**config.mk**
```make
export PLATFORM = sky130hd
export DESIGN_NAME = serial_rtc_pin_interface
export DESIGN_NICKNAME = d
export VERILOG_FILES = /design/src/hdl/srtc_pkg.sv /design/src/hdl/srtc_read_mux.sv /design/src/hdl/serial_rtc_pin_interface.sv
export SDC_FILE = /design/constraint.sdc
export NUM_CORES = 1
export LEC_CHECK = 0
export BUFFER_PORTS_ARGS = -buffer_cell sky130_fd_sc_hd__buf_2
export CAP_MARGIN = 10
export CORE_ASPECT_RATIO = 1.25
export CORE_MARGIN = 4
export CORE_UTILIZATION = 55
export CTS_CLUSTER_DIAMETER = 40
export DETAILED_ROUTE_END_ITERATION = 8
export GPL_TIMING_DRIVEN = 1
export PLACE_DENSITY = 0.73
export SLEW_MARGIN = 20
export SYNTH_ARGS = -nofsm -noshare
export SYNTH_HDL_FRONTEND = slang
export SYNTH_SLANG_ARGS = --single-unit
```
**constraint.sdc**
```tcl
create_clock -name clk -period 19.5 [get_ports clk]
set_input_delay 0.975 -clock clk [delete_from_list [all_inputs] [get_ports clk]]
set_output_delay 0.975 -clock clk [all_outputs]
set_load 0.05 [all_outputs]
```
**src/hdl/srtc_pkg.sv**
```systemverilog
// Shared types, pin and command codes, and BCD helpers for the serial RTC pin port.
`timescale 1ns / 1ps
package srtc_pkg;

	// Bit positions inside the pin byte.
	localparam int unsigned PIN_DATA = 0;
	localparam int unsigned PIN_CLK  = 1;
	localparam int unsigned PIN_SEL  = 2;
	localparam int unsigned PIN_DIR  = 4;

	localparam int unsigned CNT_W = 7;

	// Command kinds, taken from bits 6:4 of the command byte.
	localparam logic [2:0] CMD_STATUS_ONE = 3'd0;
	localparam logic [2:0] CMD_DATE_TIME  = 3'd2;
	localparam logic [2:0] CMD_STATUS_TWO = 3'd4;
	localparam logic [2:0] CMD_TIME_ONLY  = 3'd6;

	// Status one bit that selects 24-hour mode.
	localparam int unsigned STAT_24H = 1;

	localparam logic [CNT_W-1:0] CNT_MAX = '1;

	typedef struct packed {
		logic [6:0] year_two_digit;
		logic [3:0] month;
		logic [4:0] day_of_month;
		logic [2:0] weekday;
		logic [4:0] hour;
		logic [5:0] minute;
		logic [5:0] second;
	} srtc_time_t;

	typedef struct packed {
		logic [2:0]       kind;
		logic [CNT_W-1:0] bit_counter;
		logic             mode_24h;
	} srtc_rd_ctl_t;

	// Binary to packed BCD; the divide by ten is a reciprocal multiply.
	function automatic logic [7:0] to_bcd(input logic [6:0] v);
		logic [14:0] prod;
		logic [3:0]  tens;
		logic [3:0]  ones;
		prod = 15'(v) * 15'd205;
		tens = prod[14:11];
		ones = 4'(v - 7'(7'(tens) * 7'd10));
		return {tens, ones};
	endfunction

	// Hour reduced to twelve-hour form; no AM/PM flag is kept.
	function automatic logic [4:0] hour_mod12(input logic [4:0] h);
		logic [4:0] r;
		if (h >= 5'd24) begin
			r = h - 5'd24;
		end else if (h >= 5'd12) begin
			r = h - 5'd12;
		end else begin
			r = h;
		end
		return r;
	endfunction

	// Remainder by three for a four-bit value.
	function automatic logic [1:0] mod3(input logic [3:0] x);
		logic [7:0] prod;
		logic [2:0] q;
		prod = 8'(x) * 8'd11;
		q = prod[7:5];
		return 2'(x - 4'(4'(q) * 4'd3));
	endfunction

endpackage

```
**src/hdl/srtc_read_mux.sv**
```systemverilog
// Selects the serial read bit from the status registers or the BCD time bytes.
`timescale 1ns / 1ps
module srtc_read_mux (
	input  srtc_pkg::srtc_rd_ctl_t ctl,
	input  logic [7:0]             status_one,
	input  logic [7:0]             status_two,
	input  srtc_pkg::srtc_time_t   tm,
	output logic                   rd_bit
);
	import srtc_pkg::*;

	logic [3:0] byte_no;
	logic [7:0] hour_b;
	logic [7:0] sel_byte;
	logic [1:0] wrap_idx;

	assign byte_no  = ctl.bit_counter[CNT_W-1:3];
	assign wrap_idx = mod3(byte_no - 4'd1);
	assign hour_b   = ctl.mode_24h ? to_bcd(7'(tm.hour)) : to_bcd(7'(hour_mod12(tm.hour)));

	always_comb begin
		sel_byte = 8'h00;
		case (ctl.kind)
			CMD_STATUS_ONE: sel_byte = status_one;
			CMD_STATUS_TWO: sel_byte = status_two;
			CMD_DATE_TIME: begin
				case (byte_no)
					4'd1:    sel_byte = to_bcd(tm.year_two_digit);
					4'd2:    sel_byte = to_bcd(7'(tm.month));
					4'd3:    sel_byte = to_bcd(7'(tm.day_of_month));
					4'd4:    sel_byte = to_bcd(7'(tm.weekday));
					4'd5:    sel_byte = hour_b;
					4'd6:    sel_byte = to_bcd(7'(tm.minute));
					4'd7:    sel_byte = to_bcd(7'(tm.second));
					default: sel_byte = 8'h00;
				endcase
			end
			CMD_TIME_ONLY: begin
				case (wrap_idx)
					2'd0:    sel_byte = hour_b;
					2'd1:    sel_byte = to_bcd(7'(tm.minute));
					default: sel_byte = to_bcd(7'(tm.second));
				endcase
			end
			default: sel_byte = 8'h00;
		endcase
	end

	assign rd_bit = sel_byte[ctl.bit_counter[2:0]];

endmodule

```
**src/hdl/serial_rtc_pin_interface.sv**
```systemverilog
// Top level of the bit-banged three-wire serial RTC pin port.
// A request accepted into the input register is then applied to the port state,
// and its result loaded into the result register, as the pipeline advances.
// Throughput: one request per cycle while no result is held at the output.
// Results can sit in the output register under stall while a new request waits
// in the input register. Reset (arst_n low, asynchronous) clears the pin latch,
// bit counter, command byte, both status registers and the valid flags.
`timescale 1ns / 1ps
module serial_rtc_pin_interface (
	input  logic       clk,
	input  logic       arst_n,
	input  logic       in_valid,
	output logic       in_stall,
	input  logic       operation,
	input  logic [7:0] pin_byte,
	input  logic [6:0] year_two_digit,
	input  logic [3:0] month,
	input  logic [4:0] day_of_month,
	input  logic [2:0] weekday,
	input  logic [4:0] hour,
	input  logic [5:0] minute,
	input  logic [5:0] second,
	output logic       out_valid,
	input  logic       out_stall,
	output logic [7:0] pin_value
);
	import srtc_pkg::*;

	// Input register: one request waiting to be applied to the port state.
	logic       valid_s1;
	logic       op_s1;
	logic [7:0] pin_s1;
	srtc_time_t tm_s1;

	// Port state.
	logic [7:0]       pin_latch_q;
	logic [CNT_W-1:0] bit_counter_q;
	logic [7:0]       command_q;
	logic [7:0]       status_one_q;
	logic [7:0]       status_two_q;

	// Result register.
	logic       out_valid_q;
	logic [7:0] pin_value_q;

	// Next-state values for the request in the input register.
	logic [7:0]       pin_nxt;
	logic [CNT_W-1:0] cnt_nxt;
	logic [7:0]       cmd_nxt;
	logic [7:0]       st1_nxt;
	logic [7:0]       st2_nxt;
	logic [7:0]       result;
	logic [7:0]       wmask;
	logic             fall_edge;
	logic             rd_bit;
	logic             advance;
	srtc_rd_ctl_t     rd_ctl;

	// The pipeline moves unless a finished result is held by the receiver.
	assign advance  = !(out_valid_q && out_stall);
	// An empty input register takes a request even while the output is held.
	assign in_stall = valid_s1 && !advance;

	assign rd_ctl.kind        = command_q[6:4];
	assign rd_ctl.bit_counter = bit_counter_q;
	assign rd_ctl.mode_24h    = status_one_q[STAT_24H];

	srtc_read_mux u_read_mux (
		.ctl        (rd_ctl),
		.status_one (status_one_q),
		.status_two (status_two_q),
		.tm         (tm_s1),
		.rd_bit     (rd_bit)
	);

	assign fall_edge = pin_latch_q[PIN_CLK] && !pin_s1[PIN_CLK];
	assign wmask     = 8'(1) << bit_counter_q[2:0];

	// One serial step. With select high, a falling clock edge shifts one bit:
	// the first eight build the command, later ones write a status register
	// when the host drives data, or return a read bit on data bit 0 otherwise.
	// Without an edge, a host read keeps the last data bit. Select low clears
	// the bit counter and the command.
	always_comb begin
		pin_nxt = pin_s1;
		cnt_nxt = bit_counter_q;
		cmd_nxt = command_q;
		st1_nxt = status_one_q;
		st2_nxt = status_two_q;
		if (pin_s1[PIN_SEL]) begin
			if (fall_edge) begin
				if (bit_counter_q[CNT_W-1:3] == '0) begin
					cmd_nxt = command_q | (8'(pin_s1[PIN_DATA]) << bit_counter_q[2:0]);
				end else if (pin_s1[PIN_DIR]) begin
					// Writes to anything but the two status registers are dropped.
					if (command_q[6:4] == CMD_STATUS_ONE) begin
						st1_nxt = pin_s1[PIN_DATA] ? (status_one_q | wmask)
							: (status_one_q & ~wmask);
					end else if (command_q[6:4] == CMD_STATUS_TWO) begin
						st2_nxt = pin_s1[PIN_DATA] ? (status_two_q | wmask)
							: (status_two_q & ~wmask);
					end
				end else begin
					pin_nxt[PIN_DATA] = rd_bit;
				end
				// The counter holds at its top value.
				if (bit_counter_q != CNT_MAX) begin
					cnt_nxt = bit_counter_q + 1'b1;
				end
			end else if (!pin_s1[PIN_DIR]) begin
				pin_nxt[PIN_DATA] = pin_latch_q[PIN_DATA];
			end
		end else begin
			cnt_nxt = '0;
			cmd_nxt = '0;
		end
		// A read request returns the latch and leaves the state alone.
		result = op_s1 ? pin_nxt : pin_latch_q;
	end

	always_ff @(posedge clk or negedge arst_n) begin
		if (!arst_n) begin
			valid_s1 <= 1'b0;
		end else if (advance || !valid_s1) begin
			valid_s1 <= in_valid;
		end
	end

	always_ff @(posedge clk) begin
		if (advance || !valid_s1) begin
			op_s1                <= operation;
			pin_s1               <= pin_byte;
			tm_s1.year_two_digit <= year_two_digit;
			tm_s1.month          <= month;
			tm_s1.day_of_month   <= day_of_month;
			tm_s1.weekday        <= weekday;
			tm_s1.hour           <= hour;
			tm_s1.minute         <= minute;
			tm_s1.second         <= second;
		end
	end

	always_ff @(posedge clk or negedge arst_n) begin
		if (!arst_n) begin
			pin_latch_q   <= '0;
			bit_counter_q <= '0;
			command_q     <= '0;
			status_one_q  <= '0;
			status_two_q  <= '0;
			out_valid_q   <= 1'b0;
		end else if (advance) begin
			out_valid_q <= valid_s1;
			if (valid_s1 && op_s1) begin
				pin_latch_q   <= pin_nxt;
				bit_counter_q <= cnt_nxt;
				command_q     <= cmd_nxt;
				status_one_q  <= st1_nxt;
				status_two_q  <= st2_nxt;
			end
		end
	end

	always_ff @(posedge clk) begin
		if (advance && valid_s1) begin
			pin_value_q <= result;
		end
	end

	assign out_valid = out_valid_q;
	assign pin_value = pin_value_q;

endmodule

```
# After elaboration in Yosys (flattened, before gate mapping)
# Cells that the tools add are included.
# op_classes
div,0
multipliers,16
add_sub_neg,12
shift,2
n_reduce_logical,17
mux,22
bitwise_logic,9
n_eq_ne,15
magnitude_cmp,3
# op_table
cell,n
8-bit one-hot mux with 7 select lines,1
8-bit two-way mux,6
"5-bit by 8-bit multiplier with 13-bit output, second input constant",3
8-bit one-hot mux with 4 select lines,1
"6-bit by 8-bit multiplier with 14-bit output, second input constant",2
4-bit subtractor,7
8-bit OR,3
7-bit two-way mux,3
8-bit AND,2
"4-bit by 3-bit == test with 1-bit output, second input constant",4
8-bit one-hot mux with 2 select lines,1
"7-bit by 8-bit multiplier with 15-bit output, second input constant",1
"4-bit by 8-bit multiplier with 12-bit output, second input constant",1
5-bit two-way mux,2
"2-bit by 3-bit multiplier with 3-bit output, second input constant",3
"4-bit by 2-bit == test with 1-bit output, second input constant",2
"4-bit by 4-bit multiplier with 8-bit output, second input constant",1
8-bit inverter,1
4-bit AND reduction,2
8-bit AND reduction,1
1-bit by 3-bit left shift with 8-bit output,1
"1-bit by 3-bit left shift with 8-bit output, first input constant",1
"7-bit by 1-bit adder with 7-bit output, second input constant",1
"7-bit != test, second input constant",1
other kinds (28),45
# totals
elab_cells,113
latch_bits,0
ram_bits,0
ff_bits,94
mem_bits_ro,0
memories,0
input_bits,49
out_inout_bits,10

# Longest topological paths before layout
# Gate-level depths: netlist (run 1).
# depth
depth_word,16
mapped_depth,25

# Hierarchy
# From an unflattened synthesis (run 1), not the netlist that was laid out.
# unflattened
hier_cells,841
hier_area_um2,8878.5
# modules_own_cells
module,area_each_um2,instances,cells_each
srtc_read_mux,5317.6,1,612
serial_rtc_pin_interface,3560.9,1,229

# Least setup slack after synthesis (run 1)
# No wires, ideal clock.
# synth_timing
path_kind,register to register
start,register tm_s1[15] (netlist name)
end,register pin_value_q[0] (netlist: pin_value[0]) (data pin)
slack_ns,13.328
t_arrival_ns,6.021
path_stages_with_launch,24
path_buffers,0
period_less_slack_ns,6.172
setup_ns,0.152
path_cell_list,edfxtp_1 ha_1 or3b_4 a311o_2 nand2_1 inv_1 ha_1 ha_1 ha_1 ha_1 a21o_1 a21oi_1 o221ai_1 or2_4 xnor2_1 ha_1 fa_1 xor2_1 xnor3_1 and4_4 or4_1 a311oi_1 o2111ai_1 a31oi_1
# synth_via
elab_chain_cells,16
word_cells_on_any_way,23
classes_between,add/sub (4); mul (4); order compare (2); mux (13)
# synth_rtl
element,line,source
"start, declared",serial_rtc_pin_interface.sv:33,srtc_time_t tm_s1;
5-bit by 4-bit subtractor with 5-bit output or 5-bit by 4-bit greater-or-equal comparator with 1-bit output (tied branches),"srtc_pkg.sv:57, srtc_pkg.sv:56",
5-bit two-way mux,srtc_pkg.sv:56,end else if (h >= 5'd12) begin
5-bit two-way mux,srtc_pkg.sv:54,if (h >= 5'd24) begin
5-bit by 8-bit multiplier with 13-bit output,srtc_pkg.sv:45,prod = 15'(v) * 15'd205;
2-bit by 3-bit multiplier with 3-bit output,srtc_pkg.sv:47,ones = 4'(v - 7'(7'(tens) * 7'd10));
4-bit subtractor,srtc_pkg.sv:47,
6-bit two-way mux *,srtc_read_mux.sv:19,assign hour_b = ctl.mode_24h ? to_bcd(7'(tm.hour)) : to_bcd(7'(hour_mod12(tm.hour)));
8-bit one-hot mux with 7 select lines or 8-bit one-hot mux with 2 select lines (tied branches),"srtc_read_mux.sv:27, srtc_read_mux.sv:39",
8-bit one-hot mux with 4 select lines *,srtc_read_mux.sv:23,case (ctl.kind)
1-bit binary-select mux with 3-bit select *,srtc_read_mux.sv:49,assign rd_bit = sel_byte[ctl.bit_counter[2:0]];
1-bit two-way mux (implied by the code) *,srtc_read_mux.sv:49,
1-bit two-way mux *,serial_rtc_pin_interface.sv:94,end else if (pin_s1[PIN_DIR]) begin
1-bit two-way mux *,serial_rtc_pin_interface.sv:92,if (bit_counter_q[CNT_W-1:3] == '0) begin
1-bit two-way mux *,serial_rtc_pin_interface.sv:91,if (fall_edge) begin
1-bit two-way mux *,serial_rtc_pin_interface.sv:90,if (pin_s1[PIN_SEL]) begin
8-bit two-way mux *,serial_rtc_pin_interface.sv:118,result = op_s1 ? pin_nxt : pin_latch_q;
named net result[0],serial_rtc_pin_interface.sv:52,logic [7:0] result;
"end signal, assigned",serial_rtc_pin_interface.sv:165,pin_value_q <= result;
"end, declared",serial_rtc_pin_interface.sv:44,logic [7:0] pin_value_q;
# Mark *: on every way through the listed nets, which the timed path passes. The rest lies on a longest branch. The select of a mux whose other input is x is not followed.
# A chain may end at the register's enable or synchronous reset.

# Worst setup path in the final report (run 1)
# Same ends and word-level chain as after synthesis.

==> results of run 1 <==
==> critical path, stage by stage, from the launching register on <==
cell and delay [ns]:
edfxtp_1 0.57, ha_1 0.29, or3b_4 0.42, a311o_2 0.38, nand2_1 0.20, inv_1 0.10
ha_1 0.33, ha_1 0.30, ha_1 0.30, ha_1 0.31, a21o_1 0.18, a21oi_1 0.16
o221ai_1 0.22, or2_4 0.33, xnor2_1 0.13, ha_1 0.21, fa_1 0.40, xor2_1 0.19
xnor3_1 0.25, and4_4 0.20, or4_1 0.46, a311oi_1 0.34, o2111ai_1 0.18, a31oi_1 0.23
==> path summary, 6_finish.rpt <==
check                                from  slack, ns  depth (start not counted)        endpoint
max in group asynchronous          arst_n      18.28                          1  pin_latch_q[0]
hold / removal             pin_latch_q[4]       0.48                          2  pin_latch_q[4]
setup reg to reg                tm_s1[15]      12.67                         23    pin_value[0]
hold reg to reg            pin_latch_q[4]       0.48                          2  pin_latch_q[4]
min in group asynchronous          arst_n       0.70                          1       async pin
setup / recovery                tm_s1[15]      12.67                         23    pin_value[0]
==> where the power goes <==
part / internal [uW] / leakage, uW / total (uW) / switching (uW)
clock network: 91.7 / 0.000150 / 181 / 89.5
logic: 249 / 0.00366 / 589 / 340
registers: 222 / 0.00101 / 248 / 26.4
total: 563 / 0.00482 / 1020 / 456
==> cell families (layout without fill, tap and decap cells) <==
logic type / Yosys count / in the layout / share of synthesized area (%)
flip-flops: 89 / 89 / 27.2
buffers and inverters: 124 / 181 / 5.74
XOR/XNOR: 46 / 46 / 4.69
AND/OR/NAND/NOR: 205 / 205 / 11.6
AO/OA/AOI/OAI: 158 / 158 / 12.2
multiplexers: 47 / 47 / 5.57
adder cells (fa/ha/maj): 223 / 223 / 33.0
==> placed cells by master, fill, tap and decap left out, types with 4 or more instances in the layout <==
cell type / n
a211oi_1: 15
a21o_1: 9
a21oi_1: 34
a311oi_1: 4
a31oi_1: 9
and2_1: 8
and3_1: 5
buf_2: 58
clkbuf_16: 9
dfrtp_1: 36
edfxtp_1: 53
fa_1: 32
ha_1: 191
inv_1: 105
mux2_2: 32
mux2i_1: 15
nand2_1: 54
nand2b_1: 9
nand3_1: 20
nand4_1: 9
nor2_1: 34
nor2b_1: 7
nor3_1: 16
nor3b_1: 5
nor4_1: 6
o211ai_1: 4
o21a_1: 4
o21ai_0: 24
o221ai_1: 4
o22ai_1: 4
o41ai_1: 4
or2_2: 10
or3_1: 4
xnor2_1: 29
xor2_1: 15
==> through the flow <==
stage	hold WS [ns]	utilization, %
global placement	0.456	59.1
floorplan	0.443	-
finish	0.484	61.0
detailed placement	0.467	59.1
global route	0.522	61.0
CTS	0.485	61.0
==> routing by layer <==
layer  vias up  part of all wire, %  GRT usage [%]
met5         -                    0              0
met4         0                  2.1           6.02
met3        28                  3.3           2.78
met2       122                   53           38.7
met1      3281                   42           26.2
li1       3358                    -              -
==> cell type report <==
class,instances,area (um^2),area share (%)
Clock buffer,9,225,2.27
Clock inverter,7,86.3,0.870
Multi-Input combinational cell,679,6160,62.0
Tap cell,216,270,2.72
Timing Repair Buffer,59,298,3.00
Sequential cell,89,2490,25.1
Inverter,106,398,4.01
==> metrics.md, run 1 <==
| Metric | Value |
|---|---|
| Status | `finished, final reports clean` |
| Final GP Congestion | `0.925` |
| Total GRT Usage | `21.4%` |
| Post-DRT Antenna Nets | `0` |
| Hold buffers post-CTS | `0` |
| Wire per inst | `16.7 um` |
| Synth Warn # | `0` |
| CTS Buffer Depth | `2` |
| Final setup violation count | `0` |
| Pins Over Slew Limit | `0` |
| Initial Util | `56.4%` |
| Hold Path Class | `reg2reg` |
| Main synth FF type | `edfxtp_1` |
| DP Worst Slack | `between 10 and 15 ns` |
| EDFF count, synth | `53` |
| Die W | `between 100 and 150 um` |
| Worst setup SP type | `flop` |
| Required time of the critical path | `between 15 and 20 ns` |
| Cts bufs inserted | `9` |
| Ys async rst share | `between 40% and 50%` |
| Setup Fix Bufs, Post-CTS | `0` |
| Period utilisation layout | `35.0%` |
| Post-route setup slack | `12.67 ns` |
| Iter 0 DRT Violations | `about 380` |
| Share of cells above drive strength 1 | `14.1%` |
| Unrepaired setup endpoints after global routing | `no` |
| First-pass GRT wire length | `32700 um` |
| TritonCTS clock tree | `yes` |
| Port Buf Inserts | `58` |
| Fin area | `9930 um^2` |
| Total gr overflow | `0` |
| Die height | `around 150 um` |
| Top cells by count, synth | `ha_1, inv_1, nand2_1, edfxtp_1, dfrtp_1` |
| Worst Setup Path Type | `reg2reg` |
| Root Driver | `clkbuf_16` |
| Final wirelength | `19500 um` |
| TNS Setup | `0 ns` |
| Pin count of the biggest net entering global routing | `47` |
| Min Tclk post-route | `about 7 ns` |
| Fillers | `between 1000 and 1500` |
| Placed Cells | `1149` |
| DRC violations left | `0` |
| Sequential element share of the synthesized area | `a little over a quarter` |
| Final antenna diode count | `0` |
| Post-DP HPWL | `15600 um` |
| Critical Path AT | `7.02 ns` |
| Antenna violations before repair | `0` |
| Core ar. | `between 15000 and 20000 um^2` |
| DP Area | `9620 um^2` |
| Vias | `~6800` |
| Clk sinks | `89` |
| Syn nets | `1164` |
| Skew-Pair Late Insertion Delay | `0.36 ns` |
| Row count | `52` |
| Avg Cell Area, Syn | `10.3 um^2` |
| H-tree depth | `3` |
| Post-Layout Cell Count | `1165` |
| Vias in the first global route | `approximately 6900` |
| Post-Synthesis Cells | `between 800 and 900` |
| Seq cells post-synth | `89` |
| Maximum VDD drop | `0.0000586 V` |
| Synthesized area | `9170 um^2` |
| Top cell type's share of synthesized area | `26.1%` |
| Max-slew headroom | `a little under half` |
| Die ar. | `around 19000 um^2` |
| DR vias/cell | `5.83` |
| CTS clk-pin slew, worst paths | `around 0.08 ns` |
| Top cell type by total area after synthesis | `ha_1` |
| CTS-repair resized insts | `0` |
| Leak | `0.00482 uW` |
| Worst-Margin Slew | `0.803 ns` |
| Pwr Density | `a little over 100 nW/um^2` |
| Maxcap violations | `0` |
| Clock skew | `0.0139 ns` |
| Worst-path maximum fanout | `11` |
| Post-synthesis cell type count | `78` |
| Synth area leaders | `ha_1, edfxtp_1, dfrtp_1` |
| # nets final | `1216` |
| Most common cell in the netlist | `ha_1` |
| Overall Power | `between 1000 and 1500 uW` |
| Max Fclk | `roughly 0.15 GHz` |
| Crit end category | `flop` |
| Layout area overhead | `8.24%` |
| Final hold vios | `0` |
| IO Count | `59` |
| DRT Pass-1 Iters | `5` |
Power figures use the tool's default switching activity.
==> run 2, diff against run 1 <==
Clock period 19.5 ns to 6.9 ns, I/O delays scaled along.
==> metrics.md, run 2 (synthesis gave the netlist of run 1 again) <==
| Metric | Value |
|---|---|
| Status | `finished, final reports clean` |
| Cells along the critical path | `ha_1 -> or3b_4 -> a311o_2 -> nand2_2 -> inv_1 -> ha_1 -> ha_1 -> ha_1 -> ha_1 -> a21o_1 -> a21oi_1 -> o221ai_1 -> or2_4 -> xnor2_1 -> ha_1 -> fa_1 -> xor2_1 -> xnor3_1 -> and4_4 -> or4_1 -> a311oi_1 -> o2111ai_1 -> a31oi_1` |
| Clock share of power | `17.7%` |
| Crit end category | `flop` |
| Reg2Reg Depth | `23` |
| Pwr Density | `290 nW/um^2` |
| CP max-delay cell | `or4_1` |
| Skew-Pair Late Insertion Delay | `between 0.3 and 0.4 ns` |
| Comb pwr share | `58.1%` |
| Max-slew headroom | `46.3%` |
| Maximum VDD drop | `around 0.00017 V` |
| Post-Layout Cell Count | `1170` |
| Total GRT Usage | `21.5%` |
| Die height | `between 150 and 200 um` |
| Total gr overflow | `0` |
| CTS Buffer Depth | `2` |
| Crit path buffers/inverters | `1` |
| Critical Path AT | `6.77 ns` |
| Pins Over Slew Limit | `0` |
| Core ar. | `roughly 16000 um^2` |
| Period utilisation layout | `95.3%` |
| First-pass GRT wire length | `32700 um` |
| Worst Setup Path Type | `reg2reg` |
| Final hold vios | `0` |
| FF-to-FF Start | `tm_s1[14]` |
| Port Buf Inserts | `58` |
| Crit path largest cell delay | `0.46 ns` |
| Min Tclk post-route | `6.58 ns` |
| Hold buffers post-CTS | `0` |
| Die W | `124 um` |
| Final antenna diode count | `0` |
| DRT Pass-1 Iters | `5` |
| Wire per inst | `between 15 and 20 um` |
| DR vias/cell | `just under 6` |
| Worst setup SP type | `flop` |
| Leak | `about 0.0048 uW` |
| # nets final | `1221` |
| Clk sinks | `a little under 90` |
| Root Driver | `clkbuf_16` |
| Fillers | `1409` |
| Commonest non-fill, non-tap cell in the layout | `ha_1` |
| Final wirelength | `between 15000 and 20000 um` |
| Pin count of the biggest net entering global routing | `37` |
| Cts bufs inserted | `9` |
| Share of cells above drive strength 1 | `14.7%` |
| Maxcap violations | `0` |
| Critical path's most frequent cell | `ha_1` |
| DP Worst Slack | `0.261 ns` |
| Final GP Congestion | `0.952` |
| Vias in the first global route | `6967` |
| Worst-Margin Slew | `between 0.8 and 0.9 ns` |
| Critical R2R Capture | `pin_value[0]` |
| Initial Util | `56.4%` |
| Most frequent cells in the layout | `ha_1, inv_1, buf_2, nand2_1, edfxtp_1` |
| Layout area overhead | `8.59%` |
| Worst-path maximum fanout | `5` |
| Max Fclk | `0.152 GHz` |
| Post-route setup slack | `0.324 ns` |
| Register-to-register setup slack | `0.32 ns` |
| Hold Path Class | `in2async` |
| Int Pwr | `around 1600 uW` |
| Final setup violation count | `0` |
| Overall Power | `2890 uW` |
| Vias | `6826` |
| CP delay by family, top | `adder cells` |
| Switching share of power | `44.7%` |
| H-tree depth | `3` |
| Post-DP HPWL | `15700 um` |
| Net Switching | `1290 uW` |
| Iter 0 DRT Violations | `423` |
| Antenna violations before repair | `0` |
| DRC violations left | `0` |
| Clock skew | `0.00641 ns` |
| IO Count | `59` |
| Placed Cells | `1152` |
| Die ar. | `roughly 19000 um^2` |
| Required time of the critical path | `7.10 ns` |
| Post-DRT Antenna Nets | `0` |
| Unrepaired setup endpoints after global routing | `no` |
| TNS Setup | `0 ns` |
| Sequential share of power | `24.2%` |
| CTS clk-pin slew, worst paths | `0.08 ns` |
| TritonCTS clock tree | `yes` |
| Row count | `52` |
[run 2: worst max-delay path by stage]
stage	startpoint	endpoint	slack, ns	depth (start not counted)
floorplan	tm_s1[15]	pin_value[0]	0.73	23
global placement	tm_s1[14]	pin_value[0]	0.40	23
detailed placement	tm_s1[14]	pin_value[0]	0.26	23
CTS	tm_s1[14]	pin_value[0]	0.21	23
global route	tm_s1[14]	pin_value[0]	0.03	23
finish	tm_s1[14]	pin_value[0]	0.32	23
[run 2: timing repair]
| item | CTS | global route |
|---|---|---|
| gates resized for setup | 0 | 1 |
| buffers inserted | 0 | 2 |
| setup endpoints to repair | 0 | 2 |
[run 2: final cells by class]
cell class              count  area [um^2]  area share [%]
clock buffers               9          225            2.26
clock inverters             7         78.8           0.791
inverters                 106          398            3.99
multi-input cells         679         6160            61.8
flip-flops and latches     89         2490            25.0
well taps                 216          270            2.71
repair buffers             64          335            3.37
[run 2: through the flow]
stage	util, %	hold WS [ns]	instance area, um^2
floorplan	-	0.0494	9170
detailed placement	59.3	0.464	9640
global route	61.2	0.135	9960
CTS	61.1	0.0980	9940
global placement	59.3	0.455	9640
finish	61.2	0.0752	9960
[run 2: per-layer routing]
layer | vias up | track usage, % | part of all wire (%)
met5 | - | 0 | 0
met4 | 0 | 8.02 | 2.7
met3 | 41 | 1.86 | 3.1
met2 | 147 | 38.2 | 53
met1 | 3279 | 26.7 | 42
li1 | 3359 | - | -
[run 2: power groups by stage]
stage / sequential [uW] / clock (uW) / combinational (uW)
floorplan: 701 / 0 / 1270
global placement: 708 / 0 / 1610
detailed placement: 709 / 0 / 1650
CTS: 699 / 524 / 1670
global route: 708 / 544 / 1900
finish: 699 / 513 / 1680
